[src/ccfd_pkg.sv]
`timescale 1ns / 1ps

package ccfd_pkg;

  // Frame size limit and field limits
  localparam int unsigned MaxFrameBytes = 2048;
  localparam int unsigned LenFieldMax   = 4095;
  localparam logic [7:0]  MinLenReset   = 8'd8;
  localparam logic [7:0]  CobsCodeMax   = 8'hFF;

  // CRC-32, IEEE reflected form
  localparam logic [31:0] CrcPoly    = 32'hEDB88320;
  localparam logic [31:0] CrcInit    = 32'hFFFFFFFF;
  localparam logic [31:0] CrcResidue = 32'h2144DF1C;

  typedef enum logic [2:0] {
    StOk       = 3'd0,
    StCobs     = 3'd1,
    StShort    = 3'd2,
    StCrc      = 3'd3,
    StOverflow = 3'd4
  } status_e;

  // Per-frame decoder state (the byte counter lives beside it, sized by parameter)
  typedef struct packed {
    logic [7:0]  block_total;
    logic [7:0]  block_count;
    logic [31:0] crc;
    logic        overflowed;
  } cobs_state_t;

  localparam cobs_state_t StateReset = '{
    block_total: CobsCodeMax,
    block_count: CobsCodeMax,
    crc:         CrcInit,
    overflowed:  1'b0
  };

  typedef struct packed {
    logic        valid;
    logic        is_frame_end;
    logic [7:0]  data;
    status_e     status;
    logic [11:0] length;
  } result_t;

  // One byte through the reflected CRC-32, bit by bit
  function automatic logic [31:0] crc32_byte(input logic [31:0] crc_in,
                                             input logic [7:0]  data);
    logic [31:0] crc;
    crc = crc_in ^ {24'h000000, data};
    for (int k = 0; k < 8; k++) begin
      if (crc[0]) begin
        crc = (crc >> 1) ^ CrcPoly;
      end else begin
        crc = crc >> 1;
      end
    end
    return crc;
  endfunction

endpackage

[src/ccfd_decode.sv]
`timescale 1ns / 1ps

module ccfd_decode #(
  parameter int unsigned MAX_FRAME_BYTES = ccfd_pkg::MaxFrameBytes,
  localparam int unsigned CntW = $clog2(MAX_FRAME_BYTES + 1)
) (
  input  logic [7:0]           rx_byte_i,
  input  logic [7:0]           min_len_i,
  input  ccfd_pkg::cobs_state_t state_i,
  input  logic [CntW-1:0]      count_i,
  output ccfd_pkg::cobs_state_t state_o,
  output logic [CntW-1:0]      count_o,
  output ccfd_pkg::result_t    result_o
);

  localparam int unsigned CmpW = (CntW > 12) ? CntW : 12;

  logic            take;
  logic [7:0]      take_byte;
  logic [CmpW-1:0] count_ext;

  assign count_ext = CmpW'(count_i);

  always_comb begin
    state_o               = state_i;
    count_o               = count_i;
    result_o.valid        = 1'b0;
    result_o.is_frame_end = 1'b0;
    result_o.data         = 8'h00;
    result_o.status       = ccfd_pkg::StOk;
    result_o.length       = 12'h000;
    take                  = 1'b0;
    take_byte             = 8'h00;

    if (rx_byte_i == 8'h00) begin
      // Delimiter: report and restart
      result_o.valid        = 1'b1;
      result_o.is_frame_end = 1'b1;
      if (state_i.overflowed) begin
        result_o.status = ccfd_pkg::StOverflow;
      end else if (state_i.block_count != state_i.block_total) begin
        result_o.status = ccfd_pkg::StCobs;
      end else if (count_ext < CmpW'(min_len_i)) begin
        result_o.status = ccfd_pkg::StShort;
      end else if (state_i.crc != ~ccfd_pkg::CrcResidue) begin
        result_o.status = ccfd_pkg::StCrc;
      end else begin
        result_o.status = ccfd_pkg::StOk;
      end
      if (count_ext > CmpW'(ccfd_pkg::LenFieldMax)) begin
        result_o.length = 12'(ccfd_pkg::LenFieldMax);
      end else begin
        result_o.length = count_ext[11:0];
      end
      state_o = ccfd_pkg::StateReset;
      count_o = '0;
    end else if (state_i.block_count == state_i.block_total) begin
      // Code byte: open a new block, insert the implied zero after a short block
      state_o.block_total = rx_byte_i;
      state_o.block_count = 8'd1;
      take                = (state_i.block_total != ccfd_pkg::CobsCodeMax);
      take_byte           = 8'h00;
    end else begin
      state_o.block_count = state_i.block_count + 8'd1;
      take                = 1'b1;
      take_byte           = rx_byte_i;
    end

    if (take) begin
      if (count_i >= CntW'(MAX_FRAME_BYTES)) begin
        // Past the size limit: drop the byte, flag the frame
        state_o.overflowed = 1'b1;
      end else begin
        count_o        = count_i + CntW'(1);
        state_o.crc    = ccfd_pkg::crc32_byte(state_i.crc, take_byte);
        result_o.valid = 1'b1;
        result_o.data  = take_byte;
      end
    end
  end

endmodule

[src/cobs_crc_frame_decoder_core.sv]
// COBS frame decoder with CRC-32 check. Received link bytes enter on rx_byte_i; a zero byte
// closes the frame and every other byte is COBS-decoded, each decoded byte leaving as a data
// transaction (is_frame_end_o low) as soon as it is known. A reflected CRC-32 (IEEE,
// polynomial 0xEDB88320, preset all ones) runs over the decoded bytes. The delimiter yields
// one status transaction (is_frame_end_o high) carrying frame_status_o (0 ok, 1 COBS length
// error, 2 too short, 3 bad CRC residue, 4 overflow, checked in priority 4, 1, 2, 3) and
// frame_length_o (decoded bytes, saturating at MAX_FRAME_BYTES and at 4095); the decoder then
// restarts. Decoded bytes beyond MAX_FRAME_BYTES are dropped and the frame reports overflow.
// Code bytes produce no output unless they insert an implied zero. The register written on
// the cfg channel is min_frame_length (reset 8); write it only while the decoder is idle.
// Rate: one byte per clock while results are taken; a byte is registered in the input stage
// on acceptance, decoded and CRC'd by one unrolled byte step, and its result is loaded into
// the output register when that stage advances. A stalled result holds the input stage only
// when the waiting byte also produces a result. The CRC byte update and COBS block counter
// are combinational; there is no reset clearing pass.
`timescale 1ns / 1ps

module cobs_crc_frame_decoder_core #(
  parameter int unsigned MAX_FRAME_BYTES = ccfd_pkg::MaxFrameBytes
) (
  input  logic        clk_i,
  input  logic        rst_ni,
  // configuration write channel (min_frame_length)
  input  logic        cfg_valid_i,
  output logic        cfg_ready_o,
  input  logic [7:0]  cfg_data_i,
  // received byte stream
  input  logic        in_valid_i,
  output logic        in_ready_o,
  input  logic [7:0]  rx_byte_i,
  // decoded bytes and frame status
  output logic        out_valid_o,
  input  logic        out_ready_i,
  output logic        is_frame_end_o,
  output logic [7:0]  out_byte_o,
  output logic [2:0]  frame_status_o,
  output logic [11:0] frame_length_o
);

  localparam int unsigned CntW = $clog2(MAX_FRAME_BYTES + 1);

  // Configuration register
  logic [7:0] min_len_q;

  // Input stage
  logic       s1_valid_q;
  logic [7:0] s1_byte_q;
  logic       s1_fire;

  // Frame state
  ccfd_pkg::cobs_state_t state_q, state_d;
  logic [CntW-1:0]       count_q, count_d;
  ccfd_pkg::result_t     result;

  // Output register
  logic        out_valid_q, out_valid_d;
  logic        out_end_q;
  logic [7:0]  out_byte_q;
  logic [2:0]  out_status_q;
  logic [11:0] out_len_q;

  ccfd_decode #(
    .MAX_FRAME_BYTES(MAX_FRAME_BYTES)
  ) u_decode (
    .rx_byte_i (s1_byte_q),
    .min_len_i (min_len_q),
    .state_i   (state_q),
    .count_i   (count_q),
    .state_o   (state_d),
    .count_o   (count_d),
    .result_o  (result)
  );

  // Advance the input stage when its byte has no result, or the output register has room.
  assign s1_fire    = s1_valid_q && (!result.valid || !out_valid_q || out_ready_i);
  assign in_ready_o = !s1_valid_q || s1_fire;

  // Hold an unaccepted result; load a new one when the stage advances with one.
  always_comb begin
    out_valid_d = out_valid_q && !out_ready_i;
    if (s1_fire && result.valid) begin
      out_valid_d = 1'b1;
    end
  end

  assign cfg_ready_o = 1'b1;

  always_ff @(posedge clk_i or negedge rst_ni) begin
    if (!rst_ni) begin
      min_len_q   <= ccfd_pkg::MinLenReset;
      s1_valid_q  <= 1'b0;
      state_q     <= ccfd_pkg::StateReset;
      count_q     <= '0;
      out_valid_q <= 1'b0;
    end else begin
      if (cfg_valid_i) begin
        min_len_q <= cfg_data_i;
      end
      if (in_ready_o) begin
        s1_valid_q <= in_valid_i;
      end
      if (s1_fire) begin
        state_q <= state_d;
        count_q <= count_d;
      end
      out_valid_q <= out_valid_d;
    end
  end

  // Payload registers, no reset
  always_ff @(posedge clk_i) begin
    if (in_ready_o && in_valid_i) begin
      s1_byte_q <= rx_byte_i;
    end
    if (s1_fire && result.valid) begin
      out_end_q    <= result.is_frame_end;
      out_byte_q   <= result.data;
      out_status_q <= result.status;
      out_len_q    <= result.length;
    end
  end

  assign out_valid_o    = out_valid_q;
  assign is_frame_end_o = out_end_q;
  assign out_byte_o     = out_byte_q;
  assign frame_status_o = out_status_q;
  assign frame_length_o = out_len_q;

endmodule

[config.mk]
export PLATFORM = sky130hd
export DESIGN_NAME = cobs_crc_frame_decoder_core
export DESIGN_NICKNAME = d
export VERILOG_FILES = /design/src/ccfd_pkg.sv /design/src/ccfd_decode.sv /design/src/cobs_crc_frame_decoder_core.sv
export SDC_FILE = /design/constraint.sdc
export NUM_CORES = 1
export LEC_CHECK = 0
export BUFFER_PORTS_ARGS = -buffer_cell sky130_fd_sc_hd__buf_2
export CAP_MARGIN = 10
export CORE_ASPECT_RATIO = 1.2
export CORE_MARGIN = 2
export CORE_UTILIZATION = 49
export CTS_BUF_LIST = sky130_fd_sc_hd__clkbuf_16
export CTS_CLUSTER_SIZE = 40
export DETAILED_ROUTE_END_ITERATION = 6
export MAX_ROUTING_LAYER = met4
export PLACE_DENSITY = 0.67
export SYNTH_ARGS = -nofsm -noshare
export SYNTH_HDL_FRONTEND = slang
export SYNTH_SLANG_ARGS = --single-unit
[constraint.sdc]
create_clock -name clk_i -period 6.3 [get_ports clk_i]
set_input_delay 0.63 -clock clk_i [delete_from_list [all_inputs] [get_ports clk_i]]
set_output_delay 0.63 -clock clk_i [all_outputs]
set_load 0.1 [all_outputs]
==> results.md <==
Global route:
- The overall routing resource usage is 22.1%.
- The number of global-route vias before repair is approximately 3.9k.
- The global-route met2 utilization is a little under two fifths.
- The maximum number of pins on one net before global-route repair is 72.
- For met3 alone, demand over resource in global routing was 3.21%.
- The layer flagged by global routing as most heavily used is met2.
- The total overflow reported by the global router is 0.
- The initial antenna violation count is 0.
- The first global-routing pass estimated just over 20000 um of wire.
- For met1 alone, demand over resource in global routing was around 28%.

Finish:
- The fraction of layout instances using a drive strength above 1 is 24.2%.
- The library cell used most frequently in the layout, excluding fill and tap cells, is sky130_fd_sc_hd__xnor2_1.
- The final cell area excluding filler cells is ~6300 um^2.
- The library cells used most frequently in the layout, excluding fill and tap cells, are 69 x sky130_fd_sc_hd__xnor2_1, 53 x sky130_fd_sc_hd__nor2_1, 49 x sky130_fd_sc_hd__dfstp_2, 46 x sky130_fd_sc_hd__buf_2, 38 x sky130_fd_sc_hd__xor2_1.
- The repair_antennas step left the layout with diodes totalling 0.
- For this run, the post-layout net count is between 500 and 600.
- The post-synthesis to final-layout area growth is 11.3%.

Clocking:
- The clock net in this run drives a total of between 100 and 150 sinks.
- The root buffer cell is sky130_fd_sc_hd__clkbuf_16.
- The number of buffers added for setup after CTS is 0.
- CTS built an H-tree with a depth of 3.
- Buffers inserted during clock tree synthesis total 9.
- After clock tree synthesis, the clock-pin slew on the worst setup and hold paths is roughly 0.070 ns.
- The clock reaches the later pin of the worst-skew pair after 0.35 ns.
- The CTS tree is built.
- The number of buffers on the longest clock path is 2.
- The number of hold buffers added after CTS was 0.
- Gates resized during post-CTS repair numbered 0.

Route:
- The number of remaining DRC errors is 0.
- The total wire length is around 12000 um.
- The overall via count from detail_route is 3924.
- In this run, the number of DRC markers left after iteration 0 of detailed routing was about 220.
- The number of search-and-repair iterations in the first detailed-routing pass is 5.
- In this run the remaining antenna-violating nets after routing total 0.
- In the final routed layout, each cell accounts on average for roughly 17 um.
- The detailed-route vias per instance is about 5.4.

Logic synthesis:
- The flip-flop cell with the highest count after synthesis is sky130_fd_sc_hd__dfstp_2.
- The adder-cell area share of the yosys netlist is 2.21%.
- The cell accounting for the most synthesized area is sky130_fd_sc_hd__dfstp_2.
- The fraction of registers with async set or reset after synthesis is roughly 69%.
- The post-synthesis instance area is roughly 5700 um^2.
- Summing the areas of all compound-gate instances in the mapped netlist gives between 10% and 20% of the synthesized area.
- The mux contribution to synthesized area is less than 1%.
- The share of the Yosys chip area taken by registers is 49.4%.
- The number of unique standard cell types used by synthesis is 56.
- The number of synthesized flops with an enable pin is 32.
- Sorting the synthesized cells by area gives the leading types as sky130_fd_sc_hd__dfstp_2 23%, sky130_fd_sc_hd__edfxtp_1 17%, sky130_fd_sc_hd__xnor2_1 11%, sky130_fd_sc_hd__dfrtp_1 9.7%, sky130_fd_sc_hd__xor2_1 5.9%.
- The synthesized netlist devotes 19.1% of its cell area to XOR and XNOR gates.
- The cell count after synthesis is 530.
- In this run the biggest area consumer among cell types represents a little under a quarter of the synthesized area.
- The synthesized flop and latch total is 103.
- The post-synth net total is around 560.
- Yosys printed 0 warnings.
- The simple-gate portion of the synthesized area is 14.5%.
- By area, the combinational part of the netlist is dominated by XOR/XNOR gates.
- The average size of a mapped cell is roughly 11 um^2.

Status:
- The flow ran to the end, and the final reports show no timing, DRC or antenna violations.

Power and ir drop:
- The peak supply drop is 0.000358 V.
- Of the total power, registers draw about a third.
- Per report_power, the combinational group accounts for 51.5% of the total.
- Summed over all cells, the static leakage comes to about 2.5 nW.
- The share of total power dissipated in the clock network is roughly 15%.
- Internal power comes to 2.22 mW.
- For this design the ratio of total power to cell area is 593 nW/um^2.
- The switching part of the total power is 40.7%.
- The switching power is approximately 1.5 mW.

Setup path:
- The kind of capture point of the worst setup path is an output port.
- The critical path starts at state_q[36].
- The critical path is of the reg -> out type.
- The number of cells on the worst reg-to-reg path is 6.
- In this run the worst path has a maximum fanout of 17.
- Setup slack on the worst reg-to-reg path comes out at between 3 and 4 ns.
- The startpoint identified for the worst register-to-register timing path is s1_byte_q[2].
- The worst setup path is launched from a flop.
- In this run the critical register-to-register path is captured at frame_status_o[1].
- The data arrival time of the worst path is 2.97 ns.
- The endpoint of the most critical setup path is in_ready_o.
- Data on the critical path is required at its endpoint by around 5.7 ns.

Placement:
- The standard cell area after detailed placement is 6020 um^2.
- The pre-CTS setup slack is 3.08 ns.
- At the end of routability-driven placement, the weighted congestion stood at 0.870.
- After legalization and detailed placement, the total HPWL measured around 8800 um.
- Buffers placed on the I/O ports in this run total 46.

Timing:
- The aggregate negative setup slack is 0 ns.
- The total count of max-transition violations in the final report came to 0.
- The worst-case setup margin in the final layout is roughly 2.7 ns.
- Across all hold checks on the routed design, the worst slack comes to about 0.46 ns.
- Setup violations remaining at the end of the flow were counted as 0.
- Setup repair after global routing left no endpoint under its margin.
- Timing would allow up to ~280 MHz.
- The worst clock skew is 0.00992 ns.
- Measured against its own limit, the worst slew margin works out to 39.4%.
- The final clock period utilization by the worst path is 57.2%.
- At the pin with the least slew margin, the transition time is 0.909 ns.
- The number of hold-slack violations in the final timing report was 0.
- The clock period could shrink to approximately 3.6 ns.

Hold path:
- The min-delay analysis places its worst path in the category in -> reg.

Run:
- The max-capacitance violation count is 0.

Die:
- The initialized floorplan defines between 40 and 50 standard-cell rows.
- 48 I/O pins were placed.
- After floorplanning, the core was sized to cover between 10000 and 15000 um^2.
- For this configuration, the core starts out at a cell density of between 40 and 50%.
- The horizontal extent of the die is around 100 um.
- The die footprint is around 12000 um^2.
- The y dimension of the die is 122 um.
## power groups by stage
stage,combinational (mW),sequential [mW],clock (mW)
CTS,1.93,1.26,0.564
finish,1.93,1.26,0.551
global route,2.11,1.29,0.592
detailed placement,1.91,1.27,0
floorplan,1.58,1.26,0
global placement,1.88,1.26,0
## cell families (layout without fill, tap and decap cells)
logic type      count (synthesis)  count (layout)
fa+ha+maj                      10              10
xor+xnor                      116             116
flops                         103             103
mux                             1               1
other cells                     1               1
compound gates                107             107
buf+inv                        40              81
simple gates                  152             152
## Yosys cell counts (9+ instances only)
library cell	n
sky130_fd_sc_hd__dfrtp_1	22
sky130_fd_sc_hd__a21oi_1	33
sky130_fd_sc_hd__xor2_1	38
sky130_fd_sc_hd__edfxtp_1	32
sky130_fd_sc_hd__o21ai_1	10
sky130_fd_sc_hd__clkbuf_1	9
sky130_fd_sc_hd__o21ai_0	28
sky130_fd_sc_hd__dfstp_2	49
sky130_fd_sc_hd__buf_2	13
sky130_fd_sc_hd__nand2_1	25
sky130_fd_sc_hd__o22a_1	11
sky130_fd_sc_hd__inv_1	13
sky130_fd_sc_hd__nor2_1	53
sky130_fd_sc_hd__ha_1	10
sky130_fd_sc_hd__xnor2_1	69
sky130_fd_sc_hd__and3_1	16
sky130_fd_sc_hd__and2_1	12
## metal layers
metal  wire length, um  up-vias
met4               163        0
met1              5320     1913
met2              6280       97
met3               497       15
met5                 0        -
li1                  -     1899
## sequential cells by signal, summed over array words and instances (netlist names)
register and cells:
count_q 12, frame_length_o 12, frame_status_o 3, is_frame_end_o 1, min_len_q 8, out_byte_o 8, out_valid_o 1, s1_byte_q 8
s1_valid_q 1, state_q 49
## stage by stage
stage	instances	util (%)	power, mW
floorplan	530	-	2.84
global placement	712	52.8	3.14
detailed placement	712	52.8	3.18
CTS	728	55.3	3.76
global route	728	55.3	3.99
finish	728	55.3	3.74
## critical path, cell delays in order, from the launching register on
cell                      delay (ns)
sky130_fd_sc_hd__dfstp_2        0.58
sky130_fd_sc_hd__xnor2_1        0.14
sky130_fd_sc_hd__nand4_2        0.42
sky130_fd_sc_hd__nor4_4         0.61
sky130_fd_sc_hd__o21a_2         0.27
sky130_fd_sc_hd__nor2_1         0.05
sky130_fd_sc_hd__nand2_1        0.11
sky130_fd_sc_hd__buf_2          0.43
## worst min path at each step
stage	to	slack [ns]	startpoint	cells past startpoint
global route	s1_byte_q[2]	0.45	rx_byte_i[2]	1
floorplan	count_q[0]	0.33	rst_ni	0
finish	s1_byte_q[2]	0.46	rx_byte_i[2]	1
detailed placement	state_q[34]	0.51	state_q[34]	2
CTS	s1_byte_q[2]	0.45	rx_byte_i[2]	1
global placement	state_q[40]	0.50	state_q[40]	2
## cell type report
type / count / area, um^2
Sequential cell: 103 / 2800
Timing Repair Buffer: 51 / 268
Tap cell: 157 / 196
Fill cell: 982 / 5090
Multi-Input combinational cell: 387 / 2710
Inverter: 14 / 52.6
Clock buffer: 9 / 225
Clock inverter: 7 / 65.1
Power figures use the tool's default switching activity.
